[src/rtl/core/bb3_fifo.sv]
// Result queue between the blur pipeline and the output stream.
`default_nettype none

module bb3_fifo #(
  parameter int WIDTH = 25,
  parameter int DEPTH = 8
) (
  input  logic                         clk,
  input  logic                         rst_n,
  input  logic                         push,
  input  logic [WIDTH-1:0]             push_data,
  input  logic                         pop,
  output logic [WIDTH-1:0]             head,
  output logic [$clog2(DEPTH+1)-1:0]   count
);

  localparam int PW = (DEPTH > 1) ? $clog2(DEPTH) : 1;
  localparam int CW = $clog2(DEPTH + 1);

  logic [WIDTH-1:0] mem [DEPTH];
  logic [PW-1:0]    wr_r, wr_nxt;
  logic [PW-1:0]    rd_r, rd_nxt;
  logic [CW-1:0]    cnt_r, cnt_nxt;

  always_comb begin
    wr_nxt  = wr_r;
    rd_nxt  = rd_r;
    cnt_nxt = cnt_r;
    if (push) begin
      wr_nxt = (wr_r == PW'(DEPTH - 1)) ? '0 : wr_r + PW'(1);
    end
    if (pop) begin
      rd_nxt = (rd_r == PW'(DEPTH - 1)) ? '0 : rd_r + PW'(1);
    end
    if (push && !pop) begin
      cnt_nxt = cnt_r + CW'(1);
    end else if (pop && !push) begin
      cnt_nxt = cnt_r - CW'(1);
    end
  end

  always_ff @(posedge clk) begin
    if (push) begin
      mem[wr_r] <= push_data;
    end
    if (!rst_n) begin
      wr_r  <= '0;
      rd_r  <= '0;
      cnt_r <= '0;
    end else begin
      wr_r  <= wr_nxt;
      rd_r  <= rd_nxt;
      cnt_r <= cnt_nxt;
    end
  end

  assign head  = mem[rd_r];
  assign count = cnt_r;

endmodule

`default_nettype wire

[config.mk]
export PLATFORM = sky130hd
export DESIGN_NAME = bb3_fifo
export DESIGN_NICKNAME = d
export VERILOG_FILES = /design/src/rtl/core/bb3_fifo.sv
export SDC_FILE = /design/constraint.sdc
export NUM_CORES = 1
export LEC_CHECK = 0
export BUFFER_PORTS_ARGS = -buffer_cell sky130_fd_sc_hd__buf_4
export CAP_MARGIN = 10
export CORE_UTILIZATION = 60
export CTS_CLUSTER_DIAMETER = 30
export CTS_CLUSTER_SIZE = 12
export DETAILED_ROUTE_END_ITERATION = 8
export GPL_ROUTABILITY_DRIVEN = 0
export GPL_TIMING_DRIVEN = 0
export MAX_ROUTING_LAYER = met4
export PLACE_DENSITY = 0.89
export SETUP_SLACK_MARGIN = 0.1
export SLEW_MARGIN = 15
export SYNTH_ARGS = -nofsm -noshare
export SYNTH_HDL_FRONTEND = slang
export SYNTH_SLANG_ARGS = --single-unit
[constraint.sdc]
create_clock -name clk -period 9.1 [get_ports clk]
set_clock_uncertainty 0.2 [all_clocks]
set_input_delay 0.455 -clock clk [delete_from_list [all_inputs] [get_ports clk]]
set_output_delay 0.455 -clock clk [all_outputs]
set_load 0.01 [all_outputs]
==> run_summary.xml <==
<?xml version="1.0" encoding="UTF-8"?>
<metrics>
  <group name="final_layout">
    <metric name="post_route_cells_drive_above_1_share" unit="%">32.0</metric>
    <metric name="area_delta_synth_final" unit="%">28.1</metric>
    <metric name="design.final.nets" unit="">525</metric>
    <metric name="antennaDiodeCount" unit="">0</metric>
  </group>
  <group name="critical_path">
    <metric name="slowest_delay" unit="ns">0.59</metric>
    <metric name="path_delay_family" unit="">buffers and inverters</metric>
    <metric name="critical_path.n_buffers_inverters" unit="">3</metric>
    <metric name="ff2ff_setup_slack" unit="ns">6.87</metric>
    <metric name="critical-path-top-cell-by-count" unit="">buf_1</metric>
    <metric name="worstPathArrival" unit="ns">2.56</metric>
    <metric name="worst_ep_required_time" unit="ns">8.45</metric>
    <metric name="worstPathCellList" unit="">buf_1 -&gt; buf_1 -&gt; mux4_1 -&gt; mux2_2 -&gt; buf_4</metric>
    <metric name="worstPathMaxFanout" unit="">10</metric>
    <metric name="critical_path.reg2reg.startpoint" unit="">wr_r[0]$_SDFFE_PN0P_</metric>
    <metric name="worstSetupStartpointType" unit="">flip-flop</metric>
    <metric name="worstRegToRegCells" unit="">4</metric>
    <metric name="crit_slowest_cell" unit="">buf_1</metric>
    <metric name="critical_path_start_end_classification" unit="">reg2out</metric>
    <metric name="regToRegEndpoint" unit="">mem[0][18]$_DFFE_PP_</metric>
    <metric name="critical_path.endpoint_type" unit="">primary output</metric>
  </group>
  <group name="worst_hold_path">
    <metric name="worstHoldStart" unit="">push_data[1]</metric>
    <metric name="timing.hold.worst_path_depth" unit="">1</metric>
    <metric name="worstHoldEndpoint" unit="">mem[4][1]$_DFFE_PP_</metric>
    <metric name="worst_hold_path_type" unit="">in2reg</metric>
  </group>
  <group name="synth">
    <metric name="syn-num-nets" unit="">399</metric>
    <metric name="syn-mean-instance-area" unit="sq um">23.1</metric>
    <metric name="yosysTopAreaCell" unit="">edfxtp_1</metric>
    <metric name="synth-seq-cells" unit="">213</metric>
    <metric name="ys_dominant_reg_cell" unit="">edfxtp_1</metric>
    <metric name="synth-edff-count" unit="">200</metric>
    <metric name="number_of_cells_produced_by_synthesis" unit="">362</metric>
    <metric name="yosysWarnings" unit="">0</metric>
    <metric name="netlist-cell-type-count" unit="">24</metric>
    <metric name="ys_seq_area_share" unit="%">75.0</metric>
    <metric name="synth.most_common_cell" unit="">edfxtp_1</metric>
    <metric name="synth.cells.most_frequent" unit="">edfxtp_1 (200), mux4_1 (50), mux2_2 (25), dfxtp_1 (13)</metric>
    <metric name="syn-cell-area" unit="sq um">8350</metric>
    <metric name="yosys.area.top_type_share" unit="%">71.9</metric>
    <metric name="async_reset_ff_share" unit="%">0</metric>
    <metric name="ys_top_cells_by_area" unit="">edfxtp_1 (72%), mux4_1 (16%), mux2_2 (3.4%)</metric>
  </group>
  <group name="sta">
    <metric name="rsz0062_at_grt" unit="">false</metric>
    <metric name="worst_slack" unit="ns">5.89</metric>
    <metric name="period_share" unit="%">35.3</metric>
    <metric name="final-setup-viol-count" unit="">0</metric>
    <metric name="final-max-slew-violation-count" unit="">0</metric>
    <metric name="finalHoldViolCount" unit="">0</metric>
    <metric name="min_period" unit="ns">3.21</metric>
    <metric name="max_clock_freq" unit="MHz">311</metric>
    <metric name="tightestPinTransition" unit="ns">0.775</metric>
    <metric name="worst_max_slew_margin_expressed_relative_to_the_limit" unit="%">48.3</metric>
    <metric name="timing.setup.tns" unit="ns">0</metric>
  </group>
  <group name="global_route">
    <metric name="number_of_global_route_vias_before_repair" unit="">4626</metric>
    <metric name="grt_antenna_before_repair" unit="">0</metric>
    <metric name="met3_usage" unit="%">6.61</metric>
    <metric name="grt_max_degree" unit="">19</metric>
    <metric name="grt_most_used_layer" unit="">met2</metric>
    <metric name="gr-total-overflow" unit="">0</metric>
    <metric name="grt_pass1_wl" unit="um">28200</metric>
    <metric name="grt_util_met2" unit="%">48.1</metric>
    <metric name="gr-usage-met1" unit="%">33.5</metric>
    <metric name="groute.usage.overall" unit="%">29.1</metric>
  </group>
  <group name="die">
    <metric name="die_h" unit="um">120</metric>
    <metric name="die-area" unit="sq um">14400</metric>
    <metric name="top_level_ports" unit="">58</metric>
    <metric name="die-width" unit="um">120</metric>
    <metric name="floorplan.initialDensity" unit="%">62.3</metric>
    <metric name="floorplan.core_area" unit="sq um">13400</metric>
    <metric name="placement_rows" unit="">42</metric>
  </group>
  <group name="drt">
    <metric name="drtAntennaViolNets" unit="">0</metric>
    <metric name="drcViolationCount" unit="">0</metric>
    <metric name="first_iter_violations" unit="">399</metric>
    <metric name="wl_per_cell" unit="um">27.7</metric>
    <metric name="routed_wl" unit="um">19100</metric>
    <metric name="detail_route.vias_per_cell" unit="">6.16</metric>
    <metric name="drt_pre_antenna_iters" unit="">5</metric>
    <metric name="vias" unit="">4247</metric>
  </group>
  <group name="clocking">
    <metric name="cts_root_buf" unit="">clkbuf_16</metric>
    <metric name="worst_skew_pair.late_latency" unit="ns">0.49</metric>
    <metric name="post_cts_resized" unit="">0</metric>
    <metric name="post-cts-setup-buffers" unit="">0</metric>
    <metric name="cts-hold-fix-buffers" unit="">21</metric>
    <metric name="cts.clk_slew.worst_paths" unit="ns">0.06</metric>
    <metric name="cts_made_buffers" unit="">34</metric>
    <metric name="clock_tree_from_tritoncts" unit="">built</metric>
    <metric name="tritoncts_num_sinks" unit="">213</metric>
    <metric name="htree_num_levels" unit="">2</metric>
    <metric name="clock_tree.buffer_depth" unit="">3</metric>
  </group>
  <group name="pwr">
    <metric name="pwr_density_cell" unit="nW/um^2">249</metric>
    <metric name="peakVddDrop" unit="V">0.000192</metric>
    <metric name="power_leakage" unit="uW">0.00373</metric>
  </group>
  <group name="status">
    <metric name="run_status" unit="">complete, no violations</metric>
  </group>
  <group name="placed_design">
    <metric name="pre_cts_slack" unit="ns">6.55</metric>
    <metric name="port-buffer-count" unit="">57</metric>
    <metric name="hpwl" unit="um">9910</metric>
  </group>
  <group name="job">
    <metric name="maxCapViolCount" unit="">0</metric>
  </group>
</metrics>
## power by group
part | total [uW] | internal, uW | leakage (uW) | switching, uW
clock network | 1370 | 907 | 0.000574 | 462
registers | 1110 | 1100 | 0.00192 | 11.7
logic | 188 | 95.7 | 0.00123 | 91.9
## placed cells by master (no fill, tap or decap), drive strengths merged
| cell type | netlist | final |
|---|---|---|
| clkinv | 0 | 7 |
| bufinv | 0 | 7 |
| nor2b | 5 | 5 |
| and2 | 4 | 4 |
| nand3 | 1 | 1 |
| nor2 | 8 | 8 |
| a211oi | 1 | 1 |
| edfxtp | 200 | 200 |
| a31oi | 1 | 1 |
| xnor2 | 2 | 2 |
| mux2 | 25 | 25 |
| mux4 | 50 | 50 |
| clkbuf | 3 | 43 |
| o21ai | 2 | 2 |
| nand2b | 4 | 4 |
| inv | 3 | 5 |
| buf | 14 | 83 |
| nor3 | 3 | 3 |
| clkinvlp | 0 | 5 |
| ha | 7 | 7 |
| fa | 1 | 1 |
| dfxtp | 13 | 13 |
| a21oi | 3 | 3 |
| mux2i | 4 | 4 |
| dlygate4sd3 | 0 | 21 |
| nand2 | 7 | 7 |
| o22ai | 1 | 1 |
## how the worst max path moves through the flow
| stage | endpoint | slack, ns | cells past startpoint |
|---|---|---|---|
| 2_1_floorplan | mem[0][0]$_DFFE_PP_ | 6.16 | 2 |
| 3_3_place_gp | mem[0][10]$_DFFE_PP_ | 4.53 | 3 |
| 3_5_place_dp | head[19] | 6.55 | 5 |
| 4_1_cts | head[1] | 5.89 | 5 |
| 5_1_grt | head[6] | 5.80 | 5 |
| 6_report | head[6] | 5.89 | 5 |
## kinds of logic (layout without fill, tap and decap cells)
kind of cell | Yosys count | in the layout | synth area share (%)
AO/OA/AOI/OAI | 8 | 8 | 0.540
AND/OR/NAND/NOR | 32 | 32 | 1.89
adder cells (fa/ha/maj) | 8 | 8 | 1.29
buffers and inverters | 20 | 171 | 1.44
flip-flops | 213 | 213 | 75.0
multiplexers | 79 | 79 | 19.6
XOR/XNOR | 2 | 2 | 0.210
## stage by stage
step / instances / utilization, % / instance area [sq um] / hold slack (ns) / total power (uW)
final: 689 / 79.8 / 10700 / 0.00369 / 2670
after global routing: 689 / 79.8 / 10700 / 0.00445 / 2720
after CTS: 689 / 79.8 / 10700 / 0.000827 / 2670
after detailed placement: 607 / 69.2 / 9280 / 0.274 / 1300
after global placement: 595 / 67.1 / 9000 / 0.259 / 1280
after floorplan: 362 / - / 8350 / 0.290 / 1220
## state kept, by name, summed over array words and instances (netlist names), named ones only
| name | count |
|---|---|
| wr_r | 3 |
| rd_r | 3 |
| mem | 200 |
| count | 4 |
## layer usage
metal | part of all wire, % | vias up
met4 | 3.9 | 0
li1 | - | 1806
met2 | 52 | 232
met3 | 6.5 | 56
met1 | 38 | 2153
met5 | 0 | -
## worst reg2reg max path, delay by kind of cell (launching register included)
family                 cells  cell delay (ns)
and+or+nand+nor            2             0.93
buffers and inverters      2             0.47
DFF                        1             0.33
## cell type report
type | instances | area (sq um)
sequential | 213 | 6270
tap | 176 | 220
timing repair buffer | 90 | 863
clock inverter | 21 | 312
fill | 601 | 2710
clock buffer | 40 | 895
multi-input combinational | 129 | 2020
buffer | 17 | 109
inverter | 3 | 11.3
Power figures use the tool's default switching activity.
