==> src/rtl/core/bb3_pkg.sv <==
// Shared types and constants of the 3x3 edge-aware box blur.
`default_nettype none

package bb3_pkg;

  localparam int DEF_MAX_WIDTH  = 1024;
  localparam int DEF_MAX_HEIGHT = 1024;

  localparam int CFG_W     = 11;
  localparam int RST_DIM   = 1024;
  localparam int CH_W      = 8;
  localparam int NCH       = 3;
  localparam int PIX_W     = NCH * CH_W;
  localparam int COL_W     = CH_W + 2;
  localparam int SUM_W     = CH_W + 4;
  localparam int OUT_DEPTH = 8;

  typedef logic [CH_W-1:0]  chan_t;
  typedef logic [PIX_W-1:0] pix_t;

  typedef enum logic {
    REG_WIDTH  = 1'b0,
    REG_HEIGHT = 1'b1
  } reg_idx_t;

  typedef enum logic [2:0] {
    CNT1,
    CNT2,
    CNT3,
    CNT4,
    CNT6,
    CNT9
  } cnt_t;

  typedef struct packed {
    logic valid;
    logic emit;
    logic top;
    logic bot;
    logic left;
    logic right;
    logic last;
  } tap_ctl_t;

  typedef struct packed {
    logic                       valid;
    logic                       last;
    cnt_t                       cnt;
    logic [NCH-1:0][SUM_W-1:0]  num;
  } mean_req_t;

  typedef struct packed {
    chan_t red;
    chan_t green;
    chan_t blue;
    logic  last;
  } res_t;

endpackage

`default_nettype wire

==> src/rtl/core/bb3_window.sv <==
// 3x3 window registers, masked column sums and rounded numerator stages.
`default_nettype none

module bb3_window (
  input  logic                clk,
  input  logic                rst_n,
  input  bb3_pkg::tap_ctl_t   tap,
  input  bb3_pkg::pix_t       up,
  input  bb3_pkg::pix_t       mid,
  input  bb3_pkg::pix_t       pix,
  output bb3_pkg::mean_req_t  req,
  output logic                busy
);

  import bb3_pkg::*;

  pix_t             win_r   [3][3];
  pix_t             win_nxt [3][3];
  pix_t             new_col [3];
  logic [COL_W-1:0] cs_r    [3][NCH];
  logic [COL_W-1:0] cs_nxt  [3][NCH];
  logic [2:0]       row_en;
  logic [1:0]       nrow;
  logic [1:0]       ncol;
  cnt_t             cnt_nxt;
  logic             p2_valid_r;
  logic             p2_left_r;
  logic             p2_right_r;
  logic             p2_last_r;
  cnt_t             p2_cnt_r;
  logic [SUM_W-1:0] half;
  mean_req_t        req_r;
  mean_req_t        req_nxt;

  always_comb begin
    new_col[0] = up;
    new_col[1] = mid;
    new_col[2] = pix;
    for (int i = 0; i < 3; i++) begin
      win_nxt[i][0] = win_r[i][1];
      win_nxt[i][1] = win_r[i][2];
      win_nxt[i][2] = new_col[i];
    end
    row_en = {~tap.bot, 1'b1, ~tap.top};
    for (int j = 0; j < 3; j++) begin
      for (int c = 0; c < NCH; c++) begin
        cs_nxt[j][c] = '0;
        for (int i = 0; i < 3; i++) begin
          if (row_en[i]) begin
            cs_nxt[j][c] = cs_nxt[j][c] + COL_W'(win_nxt[i][j][PIX_W-1-c*CH_W -: CH_W]);
          end
        end
      end
    end
    nrow = 2'd3 - 2'(tap.top) - 2'(tap.bot);
    ncol = 2'd3 - 2'(tap.left) - 2'(tap.right);
    case ({nrow, ncol})
      {2'd1, 2'd1}:               cnt_nxt = CNT1;
      {2'd1, 2'd2}, {2'd2, 2'd1}: cnt_nxt = CNT2;
      {2'd1, 2'd3}, {2'd3, 2'd1}: cnt_nxt = CNT3;
      {2'd2, 2'd2}:               cnt_nxt = CNT4;
      {2'd2, 2'd3}, {2'd3, 2'd2}: cnt_nxt = CNT6;
      {2'd3, 2'd3}:               cnt_nxt = CNT9;
      default:                    cnt_nxt = CNT1;
    endcase
  end

  always_comb begin
    case (p2_cnt_r)
      CNT2:    half = SUM_W'(1);
      CNT3:    half = SUM_W'(1);
      CNT4:    half = SUM_W'(2);
      CNT6:    half = SUM_W'(3);
      CNT9:    half = SUM_W'(4);
      default: half = '0;
    endcase
    req_nxt.valid = p2_valid_r;
    req_nxt.last  = p2_last_r;
    req_nxt.cnt   = p2_cnt_r;
    for (int c = 0; c < NCH; c++) begin
      req_nxt.num[c] = (p2_left_r ? SUM_W'(0) : SUM_W'(cs_r[0][c]))
                     + SUM_W'(cs_r[1][c])
                     + (p2_right_r ? SUM_W'(0) : SUM_W'(cs_r[2][c]))
                     + half;
    end
  end

  always_ff @(posedge clk) begin
    if (tap.valid) begin
      win_r <= win_nxt;
    end
    cs_r       <= cs_nxt;
    p2_left_r  <= tap.left;
    p2_right_r <= tap.right;
    p2_last_r  <= tap.last;
    p2_cnt_r   <= cnt_nxt;
    if (!rst_n) begin
      p2_valid_r <= 1'b0;
      req_r      <= '0;
    end else begin
      p2_valid_r <= tap.valid & tap.emit;
      req_r      <= req_nxt;
    end
  end

  assign req  = req_r;
  assign busy = p2_valid_r;

endmodule

`default_nettype wire

==> config.mk <==
export PLATFORM = sky130hd
export DESIGN_NAME = bb3_window
export DESIGN_NICKNAME = d
export VERILOG_FILES = /design/src/rtl/core/bb3_pkg.sv /design/src/rtl/core/bb3_window.sv
export SDC_FILE = /design/constraint.sdc
export NUM_CORES = 1
export LEC_CHECK = 0
export ABC_CLOCK_PERIOD_IN_PS = 8000
export BUFFER_PORTS_ARGS = -buffer_cell sky130_fd_sc_hd__buf_2
export CORE_UTILIZATION = 35
export DETAILED_ROUTE_END_ITERATION = 10
export PLACE_DENSITY = 0.56
export SETUP_SLACK_MARGIN = 0.4
export SYNTH_ARGS = -nofsm -noshare
export SYNTH_HDL_FRONTEND = slang
export SYNTH_SLANG_ARGS = --single-unit
==> constraint.sdc <==
create_clock -name clk -period 8 [get_ports clk]
set_input_delay 1.6 -clock clk [delete_from_list [all_inputs] [get_ports clk]]
set_output_delay 1.6 -clock clk [all_outputs]
set_load 0.005 [all_outputs]
==> flow_summary.yaml <==
worst_setup_path:
  regToRegStartpoint: "p2_cnt_r[0]"
  reg2reg_depth: 13
  regToRegSetupSlack_ns: 3.98
  worstPathMaxFanout: 42
  critPathRequiredTime_ns: 8.42
  cp.arrival_ns: 5.23
  endpoint_kind: "flop"
  worstSetupStartpointType: "input port"
  r2r-end: "req[33]"
  crit_type: "in -> reg"
synthesis:
  syn_avg_cell_area_um2: 11.2
  synth-edff-count: 144
  yosysSeqAreaShare_pct: 42.2
  yosysWarningCount: 0
  async_flop_share_pct: 0
  synth_nets: 1845
  synthCells: 1504
  ys_ff_latch: 282
  synth_area_mm2: 0.0168
  synth.distinct_cells: 48
  synth_ff_type: "edfxtp_1"
pwr:
  p_switching_mw: 1.91
  seq_power_share_pct: 33.5
  p_per_area_mw_per_mm2: 298
  ir_drop_uv: 131
  clkPwrFrac_pct: 28.0
  power_mw: 5.73
  swShare_pct: 33.4
  p_comb_share_pct: 38.5
  p_leak_nw: 8.29
  p_int_mw: 3.82
timing:
  slew_violations: 0
  max_slew_margin_pct: 37.6
  hold_violations: 0
  clock.fmax_ghz: 0.208
  rsz0062_at_grt: "false"
  setup_tns_ns: 0
  skew_ns: 0.0154
  setup_viol_count_final: 0
  fin_crit_sh_pct: 60.2
  worst-slew-pin-transition_ns: 0.935
  fin_crit_ns: 4.82
cells_and_area:
  diodes: 0
  fin_nets: 1978
  seq_area_mm2: 0.00709
  fin_area_mm2: 0.0193
  multi_input_area_mm2: 0.00940
  layout-drive-gt1-share_pct: 15.5
  syn2layout_area_growth_pct: 14.7
  nFillCells: 4534
global_routing:
  busiest_layer: "met2"
  grt_pass1_wl_um: 60000
  grt_pass1_vias: 11440
  grtUsageTotal_pct: 15.5
  grt_max_degree: 90
  grt_overflow: 0
  antenna_found_initial: 1
  use_met3_pct: 2.76
  use_met2_pct: 26.3
  grt_use_met1_pct: 20.0
die:
  core_area_mm2: 0.0470
  dieArea_mm2: 0.0488
  dieWidth_um: 221
  io_pins: 123
  rows: 79
  die_h_um: 221
  initial_core_util_pct: 35.7
detailed_routing:
  num_vias: 11267
  ant_nets: 0
  route.detailed.drc: 0
  firstDrtPassIters: 5
  wl_per_cell_um: 16.5
  wirelength_um: 37400
  dr.first_iter.drc_count: 383
  routed_via_density: 4.96
clock_tree:
  cts_tree: "done"
  cts-root-buf: "clkbuf_16"
  cts.sinks: 282
  cts_resized: 0
  ctsHtreeMaxLevel: 2
  insertion_delay_ns: 0.53
  clock_path_buffers: 3
  clkTransAtPathRegs_ns: 0.05
  cts_hold_buffers: 0
  cts_setup_buffers: 0
  cts_buffers: 35
placed_design:
  portBuffers: 122
  hpwl_um: 28900
  place_congestion: 0.850
  dpl_cell_area_mm2: 0.0181
flow_run:
  drv_cap: 0
run_status:
  outcome: "finished clean"
min_path:
  whs_endpoint: "win_nxt[211]"
  min_delay_path_depth: 0
  hold_start: "win_nxt[187]"
  hold_class: "reg -> reg"
==> final cells by class <==
type | count | share of cell area (%)
Sequential cell | 282 | 36.8
Tap cell | 607 | 3.94
Timing Repair Buffer | 128 | 3.45
Clock buffer | 46 | 5.25
Multi-Input combinational cell | 1145 | 48.8
Clock inverter | 17 | 0.851
Inverter | 45 | 0.877
==> state kept, by name, indices dropped and copies added (netlist names) <==
| register | flops |
|---|---|
| win_nxt | 144 |
| cs_r | 90 |
| req | 41 |
| p2_cnt_r | 3 |
| busy | 1 |
| p2_last_r | 1 |
| p2_left_r | 1 |
| p2_right_r | 1 |
==> critical path, stage by stage <==
cell and delay [ns]:
buf_2 0.55, buf_4 0.56, nor2b_1 0.10, ha_1 0.25, fa_1 0.45, a21oi_1 0.21
o21ai_0 0.17, a21oi_1 0.21, xnor2_1 0.17, ha_1 0.30, o21a_1 0.12, o2bb2ai_1 0.17
xnor2_1 0.08, mux2_2 0.25
==> kinds of logic after synthesis <==
family,share of synthesized area [%]
XOR/XNOR,5.38
adder cells (fa/ha/maj),21.9
buffers and inverters,1.76
AO/OA/AOI/OAI,14.6
AND/OR/NAND/NOR,11.7
multiplexers,2.46
flip-flops,42.2
==> placed cells by master, fill, tap and decap left out, types with 4 or more instances in the layout <==
cell	n
o22ai_1	5
buf_4	7
o21a_1	36
nand2b_1	12
o21bai_1	11
a211oi_2	6
a211oi_1	40
nand2_1	53
edfxtp_1	144
o31ai_1	29
and2_1	13
or3_1	9
o21ai_0	91
inv_1	44
or2_2	13
clkbuf_1	5
xor2_1	39
clkinv_2	10
xnor2_1	64
a21boi_0	4
nand3_1	7
a21oi_1	67
a21oi_2	8
clkbuf_16	38
a21o_1	42
a2111oi_0	5
nor2b_1	146
dfxtp_1	138
nor3_1	27
mux2_2	34
ha_1	203
fa_1	57
o2bb2ai_1	5
buf_2	120
nor2_1	91
==> cell usage after synthesis (2+ instances only) <==
cell type / count / area [um^2]
nor3_1: 27 / 135
a21boi_0: 4 / 30.0
a31o_2: 3 / 26.3
a211oi_2: 6 / 75.1
a2111oi_0: 5 / 43.8
mux2_2: 34 / 383
dfxtp_1: 138 / 2760
nand4_1: 2 / 12.5
nand2b_1: 12 / 75.1
o22ai_1: 5 / 31.3
clkbuf_1: 26 / 97.6
fa_1: 57 / 1140
o31a_1: 2 / 17.5
o2bb2ai_1: 5 / 43.8
nand2_1: 53 / 199
xor2_1: 39 / 342
o31ai_1: 29 / 218
buf_2: 5 / 25.0
o21ai_0: 91 / 455
a21oi_2: 8 / 70.1
edfxtp_1: 144 / 4320
nor4_1: 3 / 18.8
a21oi_1: 67 / 335
o221a_2: 2 / 22.5
a21o_1: 42 / 315
and2_1: 13 / 81.3
a211oi_1: 40 / 300
o21ai_1: 3 / 15.0
o21bai_1: 11 / 82.6
mux2i_1: 3 / 30.0
xnor2_1: 64 / 561
o21ba_2: 3 / 30.0
inv_1: 44 / 165
or3_1: 9 / 56.3
o21a_1: 36 / 270
ha_1: 203 / 2540
nor2b_1: 146 / 913
nor2_1: 91 / 342
nand3_1: 7 / 35.0
or2_2: 13 / 81.3
a21bo_2: 2 / 20.0
==> through the flow <==
step           utilization (%)  hold WS, ns  cells  setup slack, ns
6_report                  41.0        0.440   2270             3.18
4_1_cts                   41.0        0.441   2270             3.16
5_1_grt                   41.0        0.447   2270             2.80
3_5_place_dp              38.5        0.429   2207             2.60
3_3_place_gp              38.5        0.424   2207             2.65
2_1_floorplan                -        0.412   1504             3.44
==> how the worst max path moves through the flow <==
stage                       from  endpoint
after floorplan           tap[4]  cs_r[37]
after global placement    tap[4]  cs_r[58]
after detailed placement  tap[4]  cs_r[58]
after CTS                 tap[4]  cs_r[88]
after global routing      tap[4]  cs_r[58]
final                     tap[4]  cs_r[87]
==> power by group through the flow <==
stage	Clock (mW)	Sequential, mW	Combinational, mW
after floorplan	0	1.90	1.67
after global placement	0	1.96	2.17
after detailed placement	0	1.96	2.21
after CTS	1.65	1.93	2.23
after global routing	1.71	1.95	2.52
final	1.60	1.92	2.21
==> metal layers <==
layer  up-vias  routed length [um]
met1      5349               17300
met3        57                1280
met5         -                   0
li1       5691                   -
met4         0                 889
met2       170               17900
Note: power is estimated with default switching activity, not from simulation.
